### src/sv/assert_macros.svh
// Assertion macros used by sum_checked_frame_parser, the top of the frame parser.
// No dependencies; ASSERT_OFF removes every check.
`ifndef ASSERT_MACROS_SVH
`define ASSERT_MACROS_SVH

`ifndef ASSERT_OFF

// expr must hold at every clock edge outside reset
`define ASSERT_ALWAYS(lbl, clk, rstn, expr) \
    lbl: assert property (@(posedge clk) disable iff (!rstn) (expr)) \
        else $error("assertion failed");

// cond at an edge implies expr at that edge
`define ASSERT_IMPLIES(lbl, clk, rstn, cond, expr) \
    lbl: assert property (@(posedge clk) disable iff (!rstn) (cond) |-> (expr)) \
        else $error("assertion failed");

`else

`define ASSERT_ALWAYS(lbl, clk, rstn, expr)
`define ASSERT_IMPLIES(lbl, clk, rstn, cond, expr)

`endif

`endif

### src/sv/scfp_pkg.sv
// Shared types and constants of the sum checked frame parser.
// No dependencies.
`default_nettype none

package scfp_pkg;

    localparam int COUNTER_WIDTH_DEF = 32;
    localparam int REPORT_WIDTH      = 32;

    localparam logic [1:0] STAT_NONE     = 2'd0;
    localparam logic [1:0] STAT_GOOD     = 2'd1;
    localparam logic [1:0] STAT_BAD_TAIL = 2'd2;
    localparam logic [1:0] STAT_BAD_SUM  = 2'd3;

    localparam logic REG_HEAD = 1'b0;
    localparam logic REG_TAIL = 1'b1;

    localparam logic [2:0] POS_IDLE     = 3'd0;
    localparam logic [2:0] POS_FIRST    = 3'd1;
    localparam logic [2:0] POS_CHECKSUM = 3'd6;
    localparam logic [2:0] POS_TAIL     = 3'd7;

    localparam int NUM_DATA = 6;
    localparam logic [2:0] IDX_SEQ   = 3'd0;
    localparam logic [2:0] IDX_FLAGS = 3'd1;
    localparam logic [2:0] IDX_ERR   = 3'd2;
    localparam logic [2:0] IDX_AREA  = 3'd3;
    localparam logic [2:0] IDX_CONF  = 3'd4;
    localparam logic [2:0] IDX_CHK   = 3'd5;

    localparam logic signed [7:0] ERR_MAX  = 8'sd100;
    localparam logic signed [7:0] ERR_MIN  = -8'sd100;
    localparam logic [7:0]        CONF_MAX = 8'd100;

    typedef struct packed {
        logic byte_in;
        logic good;
        logic bad_tail;
        logic bad_sum;
    } frame_evt_t;

    typedef struct packed {
        logic [1:0]        status;
        logic [7:0]        seq;
        logic [7:0]        flags;
        logic signed [7:0] err;
        logic [7:0]        area;
        logic [6:0]        conf;
    } frame_res_t;

    typedef struct packed {
        logic [REPORT_WIDTH-1:0] bytes;
        logic [REPORT_WIDTH-1:0] good;
        logic [REPORT_WIDTH-1:0] bad_tail;
        logic [REPORT_WIDTH-1:0] bad_sum;
    } cnt_rpt_t;

endpackage

`default_nettype wire

### src/sv/sum_checked_frame_parser.sv
// The input byte is registered in the input register, then the result in the
// result register. Throughput: one byte per cycle, set by the single
// compare-and-add pass between the two registers; stalls only on out_ready.
// Reset: asynchronous, active low; clears position, counters, head and tail
// registers and the valid flags. Depends on scfp_pkg, scfp_frame, scfp_counters.
`default_nettype none

`include "assert_macros.svh"

module sum_checked_frame_parser #(
    parameter int COUNTER_WIDTH = scfp_pkg::COUNTER_WIDTH_DEF
) (
    input  wire logic        clk,
    input  wire logic        rst_n,
    input  wire logic        cfg_valid,
    output logic             cfg_ready,
    input  wire logic        cfg_index,
    input  wire logic [7:0]  cfg_data,
    input  wire logic        in_valid,
    output logic             in_ready,
    input  wire logic [7:0]  rx_byte,
    output logic             out_valid,
    input  wire logic        out_ready,
    output logic [1:0]       frame_status,
    output logic [7:0]       sequence_number,
    output logic [7:0]       flag_bits,
    output logic signed [7:0] aim_error,
    output logic [7:0]       target_area,
    output logic [6:0]       confidence_level,
    output logic [31:0]      bytes_seen,
    output logic [31:0]      good_frames,
    output logic [31:0]      bad_tail_frames,
    output logic [31:0]      bad_sum_frames
);

    logic [7:0]           head_reg;
    logic [7:0]           tail_reg;
    logic                 s1_vld_reg;
    logic [7:0]           s1_byte_reg;
    logic                 out_vld_reg;
    logic                 advance;
    logic                 res_good;
    logic                 res_zero;
    logic                 res_in_range;
    scfp_pkg::frame_res_t res;
    scfp_pkg::frame_evt_t evt;
    scfp_pkg::cnt_rpt_t   rpt;
    scfp_pkg::frame_res_t res_reg;
    scfp_pkg::cnt_rpt_t   rpt_reg;

    assign cfg_ready = 1'b1;
    assign advance   = s1_vld_reg && (!out_vld_reg || out_ready);
    assign in_ready  = !s1_vld_reg || advance;
    assign out_valid = out_vld_reg;

    always_ff @(posedge clk or negedge rst_n)
    begin
        if (!rst_n)
        begin
            head_reg <= 8'd0;
            tail_reg <= 8'd0;
        end
        else if (cfg_valid)
        begin
            unique case (cfg_index)
                scfp_pkg::REG_HEAD: head_reg <= cfg_data;
                scfp_pkg::REG_TAIL: tail_reg <= cfg_data;
                default:            tail_reg <= tail_reg;
            endcase
        end
    end

    always_ff @(posedge clk or negedge rst_n)
    begin
        if (!rst_n)
        begin
            s1_vld_reg  <= 1'b0;
            out_vld_reg <= 1'b0;
        end
        else
        begin
            if (in_ready)
            begin
                s1_vld_reg <= in_valid;
            end
            if (advance)
            begin
                out_vld_reg <= 1'b1;
            end
            else if (out_ready)
            begin
                out_vld_reg <= 1'b0;
            end
        end
    end

    always_ff @(posedge clk)
    begin
        if (in_valid && in_ready)
        begin
            s1_byte_reg <= rx_byte;
        end
        if (advance)
        begin
            res_reg <= res;
            rpt_reg <= rpt;
        end
    end

    scfp_frame u_frame (
        .clk       (clk),
        .rst_n     (rst_n),
        .step      (advance),
        .rx_byte   (s1_byte_reg),
        .head_byte (head_reg),
        .tail_byte (tail_reg),
        .res       (res),
        .evt       (evt)
    );

    scfp_counters #(
        .COUNTER_WIDTH (COUNTER_WIDTH)
    ) u_counters (
        .clk   (clk),
        .rst_n (rst_n),
        .evt   (evt),
        .rpt   (rpt)
    );

    assign frame_status     = res_reg.status;
    assign sequence_number  = res_reg.seq;
    assign flag_bits        = res_reg.flags;
    assign aim_error        = res_reg.err;
    assign target_area      = res_reg.area;
    assign confidence_level = res_reg.conf;
    assign bytes_seen       = rpt_reg.bytes;
    assign good_frames      = rpt_reg.good;
    assign bad_tail_frames  = rpt_reg.bad_tail;
    assign bad_sum_frames   = rpt_reg.bad_sum;

    assign res_good     = (res_reg.status == scfp_pkg::STAT_GOOD);
    assign res_zero     = (res_reg.seq == 8'd0) && (res_reg.flags == 8'd0)
                          && (res_reg.err == 8'sd0) && (res_reg.area == 8'd0)
                          && (res_reg.conf == 7'd0);
    assign res_in_range = (res_reg.err <= scfp_pkg::ERR_MAX)
                          && (res_reg.err >= scfp_pkg::ERR_MIN)
                          && (res_reg.conf <= scfp_pkg::CONF_MAX[6:0]);

    `ASSERT_ALWAYS(a_ready_when_empty, clk, rst_n, s1_vld_reg || in_ready)
    `ASSERT_IMPLIES(a_idle_accepts, clk, rst_n, !out_vld_reg, in_ready)
    `ASSERT_IMPLIES(a_reject_zero, clk, rst_n, out_vld_reg && !res_good, res_zero)
    `ASSERT_IMPLIES(a_good_clamped, clk, rst_n, out_vld_reg && res_good, res_in_range)
    `ASSERT_IMPLIES(a_one_outcome, clk, rst_n, advance, $countones({evt.good, evt.bad_tail, evt.bad_sum}) <= 1)

endmodule

`default_nettype wire

### src/sv/scfp_frame.sv
// Frame assembly: byte position, stored frame bytes, running checksum and
// the checks on the tail byte. Depends on scfp_pkg.
`default_nettype none

module scfp_frame (
    input  wire logic               clk,
    input  wire logic               rst_n,
    input  wire logic               step,
    input  wire logic [7:0]         rx_byte,
    input  wire logic [7:0]         head_byte,
    input  wire logic [7:0]         tail_byte,
    output scfp_pkg::frame_res_t    res,
    output scfp_pkg::frame_evt_t    evt
);

    logic [2:0] pos_reg;
    logic [2:0] pos_next;
    logic [7:0] sum_reg;
    logic [7:0] sum_next;
    logic [7:0] frame_bytes_reg [scfp_pkg::NUM_DATA];
    logic       wr_en;
    logic [2:0] wr_idx;
    logic signed [7:0] err_raw;
    logic [7:0] conf_raw;

    assign wr_idx   = pos_reg - 3'd1;
    assign err_raw  = frame_bytes_reg[scfp_pkg::IDX_ERR];
    assign conf_raw = frame_bytes_reg[scfp_pkg::IDX_CONF];

    always_comb
    begin
        pos_next = pos_reg;
        sum_next = sum_reg;
        wr_en    = 1'b0;
        res      = '0;
        if (pos_reg == scfp_pkg::POS_IDLE)
        begin
            if (rx_byte == head_byte)
            begin
                pos_next = scfp_pkg::POS_FIRST;
            end
        end
        else if (pos_reg != scfp_pkg::POS_TAIL)
        begin
            wr_en    = 1'b1;
            pos_next = pos_reg + 3'd1;
            if (pos_reg == scfp_pkg::POS_FIRST)
            begin
                sum_next = rx_byte;
            end
            else if (pos_reg != scfp_pkg::POS_CHECKSUM)
            begin
                sum_next = sum_reg + rx_byte;
            end
        end
        else
        begin
            pos_next = scfp_pkg::POS_IDLE;
            if (rx_byte != tail_byte)
            begin
                res.status = scfp_pkg::STAT_BAD_TAIL;
            end
            else if (sum_reg != frame_bytes_reg[scfp_pkg::IDX_CHK])
            begin
                res.status = scfp_pkg::STAT_BAD_SUM;
            end
            else
            begin
                res.status = scfp_pkg::STAT_GOOD;
                res.seq    = frame_bytes_reg[scfp_pkg::IDX_SEQ];
                res.flags  = frame_bytes_reg[scfp_pkg::IDX_FLAGS];
                res.area   = frame_bytes_reg[scfp_pkg::IDX_AREA];
                if (err_raw > scfp_pkg::ERR_MAX)
                begin
                    res.err = scfp_pkg::ERR_MAX;
                end
                else if (err_raw < scfp_pkg::ERR_MIN)
                begin
                    res.err = scfp_pkg::ERR_MIN;
                end
                else
                begin
                    res.err = err_raw;
                end
                if (conf_raw > scfp_pkg::CONF_MAX)
                begin
                    res.conf = scfp_pkg::CONF_MAX[6:0];
                end
                else
                begin
                    res.conf = conf_raw[6:0];
                end
            end
        end
    end

    assign evt.byte_in  = step;
    assign evt.good     = step && (res.status == scfp_pkg::STAT_GOOD);
    assign evt.bad_tail = step && (res.status == scfp_pkg::STAT_BAD_TAIL);
    assign evt.bad_sum  = step && (res.status == scfp_pkg::STAT_BAD_SUM);

    always_ff @(posedge clk or negedge rst_n)
    begin
        if (!rst_n)
        begin
            pos_reg <= scfp_pkg::POS_IDLE;
        end
        else if (step)
        begin
            pos_reg <= pos_next;
        end
    end

    always_ff @(posedge clk)
    begin
        if (step)
        begin
            sum_reg <= sum_next;
            if (wr_en)
            begin
                frame_bytes_reg[wr_idx] <= rx_byte;
            end
        end
    end

endmodule

`default_nettype wire

### src/sv/scfp_counters.sv
// Wrapping byte and frame outcome counters, reported in 32-bit fields.
// Depends on scfp_pkg.
`default_nettype none

module scfp_counters #(
    parameter int COUNTER_WIDTH = scfp_pkg::COUNTER_WIDTH_DEF
) (
    input  wire logic            clk,
    input  wire logic            rst_n,
    input  scfp_pkg::frame_evt_t evt,
    output scfp_pkg::cnt_rpt_t   rpt
);

    localparam int EXT_W = COUNTER_WIDTH + scfp_pkg::REPORT_WIDTH;

    logic [COUNTER_WIDTH-1:0] byte_cnt_reg;
    logic [COUNTER_WIDTH-1:0] good_cnt_reg;
    logic [COUNTER_WIDTH-1:0] tail_cnt_reg;
    logic [COUNTER_WIDTH-1:0] sum_cnt_reg;
    logic [COUNTER_WIDTH-1:0] byte_cnt_next;
    logic [COUNTER_WIDTH-1:0] good_cnt_next;
    logic [COUNTER_WIDTH-1:0] tail_cnt_next;
    logic [COUNTER_WIDTH-1:0] sum_cnt_next;
    logic [EXT_W-1:0]         byte_ext;
    logic [EXT_W-1:0]         good_ext;
    logic [EXT_W-1:0]         tail_ext;
    logic [EXT_W-1:0]         sum_ext;

    assign byte_cnt_next = evt.byte_in  ? byte_cnt_reg + 1'b1 : byte_cnt_reg;
    assign good_cnt_next = evt.good     ? good_cnt_reg + 1'b1 : good_cnt_reg;
    assign tail_cnt_next = evt.bad_tail ? tail_cnt_reg + 1'b1 : tail_cnt_reg;
    assign sum_cnt_next  = evt.bad_sum  ? sum_cnt_reg + 1'b1  : sum_cnt_reg;

    // counts including the current byte, zero-extended then cut to 32 bits
    assign byte_ext = {{scfp_pkg::REPORT_WIDTH{1'b0}}, byte_cnt_next};
    assign good_ext = {{scfp_pkg::REPORT_WIDTH{1'b0}}, good_cnt_next};
    assign tail_ext = {{scfp_pkg::REPORT_WIDTH{1'b0}}, tail_cnt_next};
    assign sum_ext  = {{scfp_pkg::REPORT_WIDTH{1'b0}}, sum_cnt_next};

    assign rpt.bytes    = byte_ext[scfp_pkg::REPORT_WIDTH-1:0];
    assign rpt.good     = good_ext[scfp_pkg::REPORT_WIDTH-1:0];
    assign rpt.bad_tail = tail_ext[scfp_pkg::REPORT_WIDTH-1:0];
    assign rpt.bad_sum  = sum_ext[scfp_pkg::REPORT_WIDTH-1:0];

    always_ff @(posedge clk or negedge rst_n)
    begin
        if (!rst_n)
        begin
            byte_cnt_reg <= '0;
            good_cnt_reg <= '0;
            tail_cnt_reg <= '0;
            sum_cnt_reg  <= '0;
        end
        else
        begin
            byte_cnt_reg <= byte_cnt_next;
            good_cnt_reg <= good_cnt_next;
            tail_cnt_reg <= tail_cnt_next;
            sum_cnt_reg  <= sum_cnt_next;
        end
    end

endmodule

`default_nettype wire
### config.mk
export PLATFORM = sky130hd
export DESIGN_NAME = sum_checked_frame_parser
export DESIGN_NICKNAME = d
export VERILOG_FILES = /design/src/sv/scfp_pkg.sv /design/src/sv/sum_checked_frame_parser.sv /design/src/sv/scfp_frame.sv /design/src/sv/scfp_counters.sv
export VERILOG_INCLUDE_DIRS = /design/src /design/src/sv
export SDC_FILE = /design/constraint.sdc
export NUM_CORES = 1
export LEC_CHECK = 0
export BUFFER_PORTS_ARGS = -buffer_cell sky130_fd_sc_hd__buf_2
export CORE_UTILIZATION = 52
export DETAILED_ROUTE_END_ITERATION = 8
export GPL_TIMING_DRIVEN = 0
export PLACE_DENSITY = 0.76
export SYNTH_ARGS = -nofsm -noshare
export SYNTH_HDL_FRONTEND = slang
export SYNTH_SLANG_ARGS = --single-unit
### constraint.sdc
create_clock -name clk -period 9.1 [get_ports clk]
set_clock_uncertainty 0.1 [all_clocks]
set_input_delay 0.91 -clock clk [delete_from_list [all_inputs] [get_ports clk]]
set_output_delay 0.91 -clock clk [all_outputs]
set_load 0.03 [all_outputs]
# ---- After elaboration in Yosys (flattened, before gate mapping)
# Memory sizes are Yosys's and may differ from the RTL's.
# Cells that the tools add are included.
dict set report word_totals {
  input_bits 22
  out_inout_bits 172
  elab_cells 92
  n_memories 1
  reg_bits 334
  ramBits 48
}
# memory words width rd rd_ports_with_merged_regs write_ports line
set memory_table {}
lappend memory_table {u_frame.frame_bytes_reg 6 8 6 0 1 scfp_frame.sv:20} ;# logic [7:0] frame_bytes_reg [scfp_pkg::NUM_DATA];
dict set report op_classes {
  n_eq_ne 10
  mux 25
  add_sub_neg 7
  bitwise 2
  order_cmp 3
  reduce_logical 20
}
# operator count
set ops {}
lappend ops {{32-bit by 1-bit adder with 32-bit output, second input constant} 4}
lappend ops {{32-bit 2-to-1 mux} 4}
lappend ops {{41-bit 2-to-1 mux} 2}
lappend ops {{39-bit 2-to-1 mux} 2}
lappend ops {{8-bit 2-to-1 mux} 4}
lappend ops {{8-bit inequality test} 2}
lappend ops {{5-bit OR reduction} 2}
lappend ops {{3-bit 2-to-1 mux} 3}
lappend ops {{8-bit adder} 1}
lappend ops {{8-bit equality test} 1}
lappend ops {{8-bit by 7-bit > comparator with 1-bit output, second input constant} 1}
lappend ops {{8-bit > comparator, second input constant} 1}
lappend ops {{8-bit less-than comparator, second input constant} 1}
lappend ops {{1-bit 2-to-1 mux} 7}
lappend ops {{7-bit 2-to-1 mux} 1}
lappend ops {{3-bit inequality test, second input constant} 2}
lappend ops {{2-bit AND reduction} 3}
lappend ops {{6-bit OR reduction} 1}
lappend ops {{1-bit logical AND} 5}
lappend ops {{2-bit equality test, second input constant} 2}
lappend ops {{2-bit 2-to-1 mux} 2}
lappend ops {{4-bit AND reduction} 1}
lappend ops {{2-bit nonzero test} 2}
lappend ops {{4-bit OR reduction} 1}
lappend ops {{other kinds (9)} 12}

# ---- Logic depth before layout (Yosys ltp)
# Gate-level depths: netlist (run 1).
# An unclocked memory read counts as a cell.
dict set report depth {
  ltp_word 11
  depth_mapped 9
  ltp_nobuf 8
}

# ---- Hierarchy
# A second synthesis (run 1) with hierarchy kept.
dict set report unflattened {
  cells_unflattened 972
  area_unflattened_um2 14871.8
}
# module n_inst seq_area_each_um2 area_each_um2 cells_per_inst
set by_module_without_submodules {}
lappend by_module_without_submodules {sum_checked_frame_parser 1 5765.5 6029.5 222}
lappend by_module_without_submodules {scfp_counters 1 3203.1 5695.5 494}
lappend by_module_without_submodules {scfp_frame 1 1756.7 3146.8 256}

# ---- Least setup slack after synthesis (run 1)
# Ideal clock, no wire load.
dict set report synth_path {
  path_kind {input -> register}
  start {input port out_ready}
  end {register rpt_reg (netlist bit bytes_seen[1]) (data pin)}
  required_time_ps 8725
  n_path_buf 1
  path_slack_ps 3485
  arrival_time_ps 5240
  setup_time_ps 275
  cell_stages 5
  cell_sequence {nand2b_1 -> clkbuf_1 -> nand2_1 -> inv_1 -> mux2_2}
}
# item line
set synth_rtl {}
lappend synth_rtl {{start: declaration} sum_checked_frame_parser.sv:23} ;# input wire logic out_ready,
lappend synth_rtl {{end signal: assignment} sum_checked_frame_parser.sv:106} ;# rpt_reg <= rpt;
lappend synth_rtl {{end: declaration} sum_checked_frame_parser.sv:49} ;# scfp_pkg::cnt_rpt_t rpt_reg;

==> reports/results.tsv, run 1 <==
stage	metric	value	unit
clock_network	ctsResizeCount	0	
worst_setup_path	slowest_stage	dfrtp_1	
global_routing	grt_pass1_wl	46630	um
detailed_routing	wirelength	29560	um
power_and_ir_drop	power	4.336	mW
clock_network	cts_buffer_depth	3	
power_and_ir_drop	leakagePower	7.531	nW
floorplan	die_h	172.3	um
power_and_ir_drop	ir_worst_vdd	0.1841	mV
finish	num_antenna_cells	0	
placed_design	dpl_worst_slack	5.477	ns
clock_network	cts_hold_buf	0	
run_status	outcome	completed	
finish	drive_gt1_frac	0.2248	
logic_synthesis	synth_nets	1086	
placed_design	gp_congestion	0.8707	
detailed_routing	wire_per_inst	17.49	um
clock_network	root_buffer	clkbuf_16	
floorplan	initial_core_util	0.5356	
logic_synthesis	synth-seq-cells	382	
finish	final_cells	1690	
finish	nets	1323	
global_routing	grt_max_degree	118	
power_and_ir_drop	power_density	241.8	mW/mm2
timing	setup_viol	0	
detailed_routing	vias_per_cell	5.325	
finish	register_area	0.01073	mm2
min_path	hp-class	input pin to async pin	
clock_network	cts_tree	built	
detailed_routing	drtPass1Iterations	5	
worst_setup_path	path_max_fanout	10	
timing	fmax	0.3097	GHz
floorplan	fp.dieArea	0.02969	mm2
timing	worst_slew_pin_slew	1.214	ns
placed_design	placed_cells	1617	
worst_setup_path	crit_path_max_incr_delay	0.48	ns
timing	period_minus_slack	3.229	ns
logic_synthesis	ys_seq_area_frac	0.7111	
timing	grt_setup_unrepaired	false	
timing	setup_tns	0	ns
global_routing	grt_pass1_vias	8961	
placed_design	dp_hpwl	19550	um
floorplan	core	0.02816	mm2
finish	multi_input_area	0.004106	mm2
clock_network	postCtsSetupBuffers	0	
detailed_routing	drc	0	
detailed_routing	dr_total_vias	9000	
logic_synthesis	netlist_area	0.01508	mm2
worst_setup_path	cp-end-kind	register	
timing	slew_violations	0	
worst_setup_path	path_class	register to register	
clock_network	cts_htree_levels	2	
logic_synthesis	avgSynthCellArea	14.43	um2
timing	finalHoldViolCount	0	
timing	final.period_utilization	0.3549	
clock_network	cts_buffers	39	
worst_setup_path	cp.required	9.33	ns
floorplan	rows	61	
floorplan	die_x	172.3	um
clock_network	clkTransAtPathRegs	0.06	ns
logic_synthesis	synth_cell_types	56	
worst_setup_path	cp-start-kind	register	
detailed_routing	antenna_left	0	
placed_design	port_buffers	192	
global_routing	antenna_found_initial	2	
logic_synthesis	synthesis.instances	1045	
timing	holdWs	0.2102	ns
detailed_routing	drt_iter0_markers	749	
finish	largest_register_ffs	48	
worst_setup_path	path_cells	inv_1 -> ha_1 -> nand2b_1 -> and4_1 -> buf_2 -> o2111ai_2 -> clkbuf_1 -> nor4_1 -> xor2_1	
global_routing	grtUsageTotal	0.2046	
worst_setup_path	cp.arrival	3.46	ns
finish	synthToLayoutAreaGrowth	18.86	%
clock_network	clk_latency	0.53	ns
finish	nFillCells	2063	
logic_synthesis	synth_warnings	0	
floorplan	io_pins	194	
clock_network	clock-sinks	382	
logic_synthesis	synth_flop_cell	edfxtp_1	
flow_run	drv_cap	0	
timing	fin_ws	5.871	ns
timing	maxSlewHeadroom	0.1844	
logic_synthesis	synth-async-reset-ratio	0.3901	
global_routing	grt_overflow_total	0	
logic_synthesis	synth_edf_count	233	
## worst max-delay path: cells and delay by family, from the launching register on
family                     cells  cell delay [ns]
buffers and inverters          3             0.84
and+or+nand+nor                3             0.66
DFF                            1             0.48
AOI/OAI and AO/OA              1             0.41
xor gates and xnor gates       1             0.29
adders and majority gates      1             0.24
## area by class of cell
cell class                      count  area share
Clock buffer                       57     0.06219
Inverter                           35    0.007747
Sequential cell                   382      0.5983
Multi-Input combinational cell    602      0.2291
Timing Repair Buffer              196     0.05779
Tap cell                          378     0.02638
Buffer                             26    0.006700
Clock inverter                     14     0.01186
## cells in the mapped netlist, types with 3 or more instances
library cell / number / area (um2)
edfxtp_1: 233 / 6997
dfrtp_1: 149 / 3729
xor2_1: 79 / 691.9
xnor2_1: 70 / 613.1
nand2_1: 66 / 247.7
nor2_1: 52 / 195.2
nor4_1: 41 / 256.5
nand3_1: 40 / 200.2
nor3_1: 40 / 200.2
inv_1: 35 / 131.4
nand4_1: 32 / 200.2
and2_1: 27 / 168.9
mux2_2: 21 / 236.5
and3_1: 19 / 118.9
ha_1: 18 / 225.2
clkbuf_1: 17 / 63.81
o21ai_0: 11 / 55.05
a21oi_1: 10 / 50.05
and4_1: 8 / 70.07
a211oi_1: 5 / 37.54
nor2b_1: 5 / 31.28
or3_1: 5 / 31.28
nand2b_1: 4 / 25.02
o21a_1: 4 / 30.03
or4_1: 4 / 30.03
buf_1: 3 / 11.26
buf_2: 3 / 15.01
nand4_2: 3 / 37.54
nor4b_1: 3 / 26.28
o211ai_1: 3 / 22.52
or2_2: 3 / 18.77
## cells by family after synthesis
| group | Yosys count | share of synthesized area |
|---|---|---|
| AO/OA/AOI/OAI | 47 | 0.02124 |
| XOR/XNOR | 150 | 0.08760 |
| adder cells (fa/ha/maj) | 19 | 0.01626 |
| buffers and inverters | 61 | 0.01667 |
| AND/OR/NAND/NOR | 364 | 0.1312 |
| other | 1 | 0.0002486 |
| flip-flops | 382 | 0.7111 |
| multiplexers | 21 | 0.01568 |
## metal layers
metal	global-route usage	up-vias	wire [um]
li1	-	4281	-
met1	0.2727	4352	12870
met2	0.3261	307	13770
met3	0.05287	58	2198
met4	0.07157	2	717
met5	0	-	8
## cells in the final DEF, fill, tap and decap left out, types with 8 or more instances in the layout
master     count
dfrtp_1      149
mux2_2        21
o21ai_0       11
xnor2_1       70
a21oi_1       10
buf_2        195
nor2_1        52
nand2_1       66
nor3_1        40
and3_1        19
inv_1         34
clkbuf_16     40
ha_1          18
and4_1         8
nand4_1       32
and2_1        27
nand3_1       40
nor4_1        41
clkbuf_1      29
xor2_1        79
edfxtp_1     233
## final timing paths
check,from,end,slack [ns],cells past startpoint
min in group clk,u_counters.sum_cnt_reg[31],u_counters.sum_cnt_reg[31],0.35,1
max in group asynchronous,rst_n,u_counters.byte_cnt_reg[6],7.82,2
max reg2reg,u_frame.pos_reg[0],bad_sum_frames[28],5.87,9
min reg2reg,u_counters.sum_cnt_reg[31],u_counters.sum_cnt_reg[31],0.35,1
min,rst_n,u_counters.good_cnt_reg[30],0.21,1
max,u_frame.pos_reg[0],bad_sum_frames[28],5.87,9
## where the power goes
part / internal, mW / switching [mW]
Clock: 0.996 / 0.629
Combinational: 0.201 / 0.398
Sequential: 2.02 / 0.0883
## stage by stage
step | util | instance area, um2
after floorplan | - | 15080
after global placement | 0.5865 | 16520
after detailed placement | 0.5891 | 16590
after CTS | 0.6362 | 17920
after global routing | 0.6365 | 17930
final | 0.6365 | 17930
Note: power is estimated with default switching activity, not from simulation.
==> inputs of run 2 (changes only) <==
--- a/config.mk
+++ b/config.mk
@@ -10,7 +10,7 @@
 export CORE_UTILIZATION = 52
 export DETAILED_ROUTE_END_ITERATION = 8
 export GPL_TIMING_DRIVEN = 0
-export PLACE_DENSITY = 0.76
+export PLACE_DENSITY = 0.79
 export SYNTH_ARGS = -nofsm -noshare
 export SYNTH_HDL_FRONTEND = slang
 export SYNTH_SLANG_ARGS = --single-unit
==> constraint.sdc (replaced) <==
create_clock -name clk -period 2.9 [get_ports clk]
set_clock_uncertainty 0.1 [all_clocks]
set_input_delay 0.29 -clock clk [delete_from_list [all_inputs] [get_ports clk]]
set_output_delay 0.29 -clock clk [all_outputs]
set_load 0.03 [all_outputs]
==> run 2 against run 1 <==
Effect of this change: non-clock buffer count up 38; utilization increased by 1.5 points; combinational power rose to 3.3 times the previous value; register-to-register slack got worse by 5.9 ns; design area grew 2.3%; flip-flop and latch count did not move; sequential power increased to 3.1 times the previous value; total power grew to 3.1 times the previous value.
==> reports/results.tsv, run 2 (synthesis gave the netlist of run 1 again) <==
stage	metric	value	unit
global_routing	grt_pass1_vias	9059	
floorplan	io_pins	194	
power_and_ir_drop	leakagePower	7.694	nW
finish	layout_commonest_cell	edfxtp_1	
floorplan	die_h	172.3	um
power_and_ir_drop	p_sw	3.539	mW
timing	finalHoldViolCount	0	
finish	synthToLayoutAreaGrowth	21.58	%
placed_design	gp_congestion	0.8601	
worst_setup_path	path_class	register to register	
timing	worst_slew_pin_slew	0.9111	ns
global_routing	antenna_found_initial	0	
power_and_ir_drop	ir_worst_vdd	0.5516	mV
finish	final_cells	1727	
flow_run	drv_cap	0	
placed_design	dp_hpwl	20180	um
global_routing	grt_pass1_wl	47280	um
min_path	min_delay_path_depth	4	
detailed_routing	wire_per_inst	17.69	um
global_routing	grtUsageTotal	0.2078	
detailed_routing	drt_iter0_markers	893	
worst_setup_path	crit_start	s1_byte_reg[1]	
placed_design	port_buffers	192	
floorplan	die_x	172.3	um
power_and_ir_drop	power_frac_seq	0.490	
worst_setup_path	crit_path_max_incr_delay	0.51	ns
worst_setup_path	reg2regPathDepth	8	
worst_setup_path	critPathBufInv	3	
floorplan	core	0.02816	mm2
worst_setup_path	cp_num_cells	8	
placed_design	placed_cells	1619	
clock_network	cts_buffer_depth	3	
clock_network	clk_latency	0.52	ns
min_path	hp-class	input pin to register	
global_routing	grt_max_degree	86	
timing	slew_violations	0	
finish	drive_gt1_frac	0.2498	
finish	largest_register_ffs	48	
worst_setup_path	r2r_slack	0.009	ns
detailed_routing	dr_total_vias	9317	
timing	fin_ws	0.008580	ns
clock_network	clkTransAtPathRegs	0.06	ns
detailed_routing	drc	0	
finish	num_antenna_cells	0	
power_and_ir_drop	p_clk_frac	0.363	
worst_setup_path	crit_family	simple AND/OR/NAND/NOR gates	
finish	final_area	0.01834	mm2
timing	period_minus_slack	2.891	ns
power_and_ir_drop	power_density	734.9	mW/mm2
clock_network	cts_htree_levels	2	
power_and_ir_drop	power.share.switching	0.2626	
finish	final_cell_mix	233 x edfxtp_1, 195 x buf_2, 147 x dfrtp_1, 79 x xor2_1, 70 x xnor2_1	
finish	nets	1361	
detailed_routing	antenna_left	0	
detailed_routing	drtPass1Iterations	5	
worst_setup_path	slowest_stage	or4_1	
timing	grt_setup_unrepaired	true	
worst_setup_path	cp-start-kind	register	
worst_setup_path	path_cells	buf_12 -> xnor2_2 -> nand4_2 -> or4_1 -> buf_2 -> buf_6 -> nor4_1 -> xor2_1	
global_routing	grt_overflow_total	0	
min_path	hp-start	out_ready	
timing	setup_tns	0	ns
worst_setup_path	cp.required	3.04	ns
timing	maxSlewHeadroom	0.3913	
floorplan	fp.dieArea	0.02969	mm2
timing	setup_viol	0	
run_status	outcome	completed	
worst_setup_path	r2r_start	s1_byte_reg[1]	
clock_network	clock-sinks	382	
clock_network	root_buffer	clkbuf_16	
power_and_ir_drop	pwr-share-comb	0.147	
timing	holdWs	0.1429	ns
power_and_ir_drop	power	13.48	mW
detailed_routing	vias_per_cell	5.395	
timing	final.period_utilization	0.9970	
clock_network	cts_tree	built	
placed_design	dpl_worst_slack	-0.2894	ns
placed_design	post_dp_cell_area	0.01663	mm2
worst_setup_path	cp.arrival	3.03	ns
detailed_routing	wirelength	30550	um
worst_setup_path	cp-end-kind	register	
finish	fin_util	0.6511	
timing	fmax	0.3459	GHz
clock_network	cts_buffers	39	
floorplan	initial_core_util	0.5356	
floorplan	rows	61	
worst_setup_path	path_max_fanout	10	
power_and_ir_drop	intPower	9.937	mW
[run 2: cell count changes in the layout (fill, tap and decap cells not counted), moves of 3 or more]
cell and delta:
buf_4 +20, dlygate4sd3_1 +19, clkbuf_1 -14, clkinv_1 +9
nor4_1 -6, nor4_2 +6, buf_12 +4, clkbuf_2 +3
clkinvlp_4 +3, nor3_1 -3, nor3_2 +3
[run 2: path summary, 6_finish.rpt]
path	to
min in group asynchronous	u_counters.good_cnt_reg[31]
max in group asynchronous	u_counters.tail_cnt_reg[0]
max	good_frames[28]
min	out_valid
min reg2reg	u_counters.good_cnt_reg[31]
max reg2reg	good_frames[28]
[run 2: power groups by stage]
stage	Sequential [mW]	Combinational, mW	Clock [mW]
after floorplan	7.03	0.990	0
after CTS	6.60	1.94	4.99
after global routing	6.65	2.18	5.19
after detailed placement	6.73	1.85	0
after global placement	6.74	1.78	0
final	6.61	1.98	4.89
[run 2: metal layers]
layer	global-route usage	vias to the layer above	share of wire
li1	-	4349	-
met5	0	-	0
met1	0.2825	4571	0.43
met3	0.03754	73	0.056
met2	0.3380	324	0.49
met4	0.07157	0	0.025
[run 2: area by class of cell]
type / instances / area [um2]
Sequential cell: 382 / 10730
Fill cell: 2002 / 9826
Multi-Input combinational cell: 602 / 4203
Timing Repair Buffer: 235 / 1408
Clock buffer: 47 / 1036
Tap cell: 378 / 473.0
Clock inverter: 23 / 215.2
Buffer: 25 / 140.1
Inverter: 35 / 135.1
[run 2: worst register-to-register path, delay by kind of cell (launching register included)]
kind	cells	cell delay, ns
buf+inv	3	0.55
flops	1	0.43
simple gates	3	1.21
xor+xnor	2	0.34
[run 2: timing repair]
action	4_1_cts	5_1_grt
cloned	0	0
resized for setup	7	24
pin swaps	2	2
buffers inserted	15	5
hold buffers	19	0
hold endpoints to repair	89	0
endpoints found under the setup margin	107	146
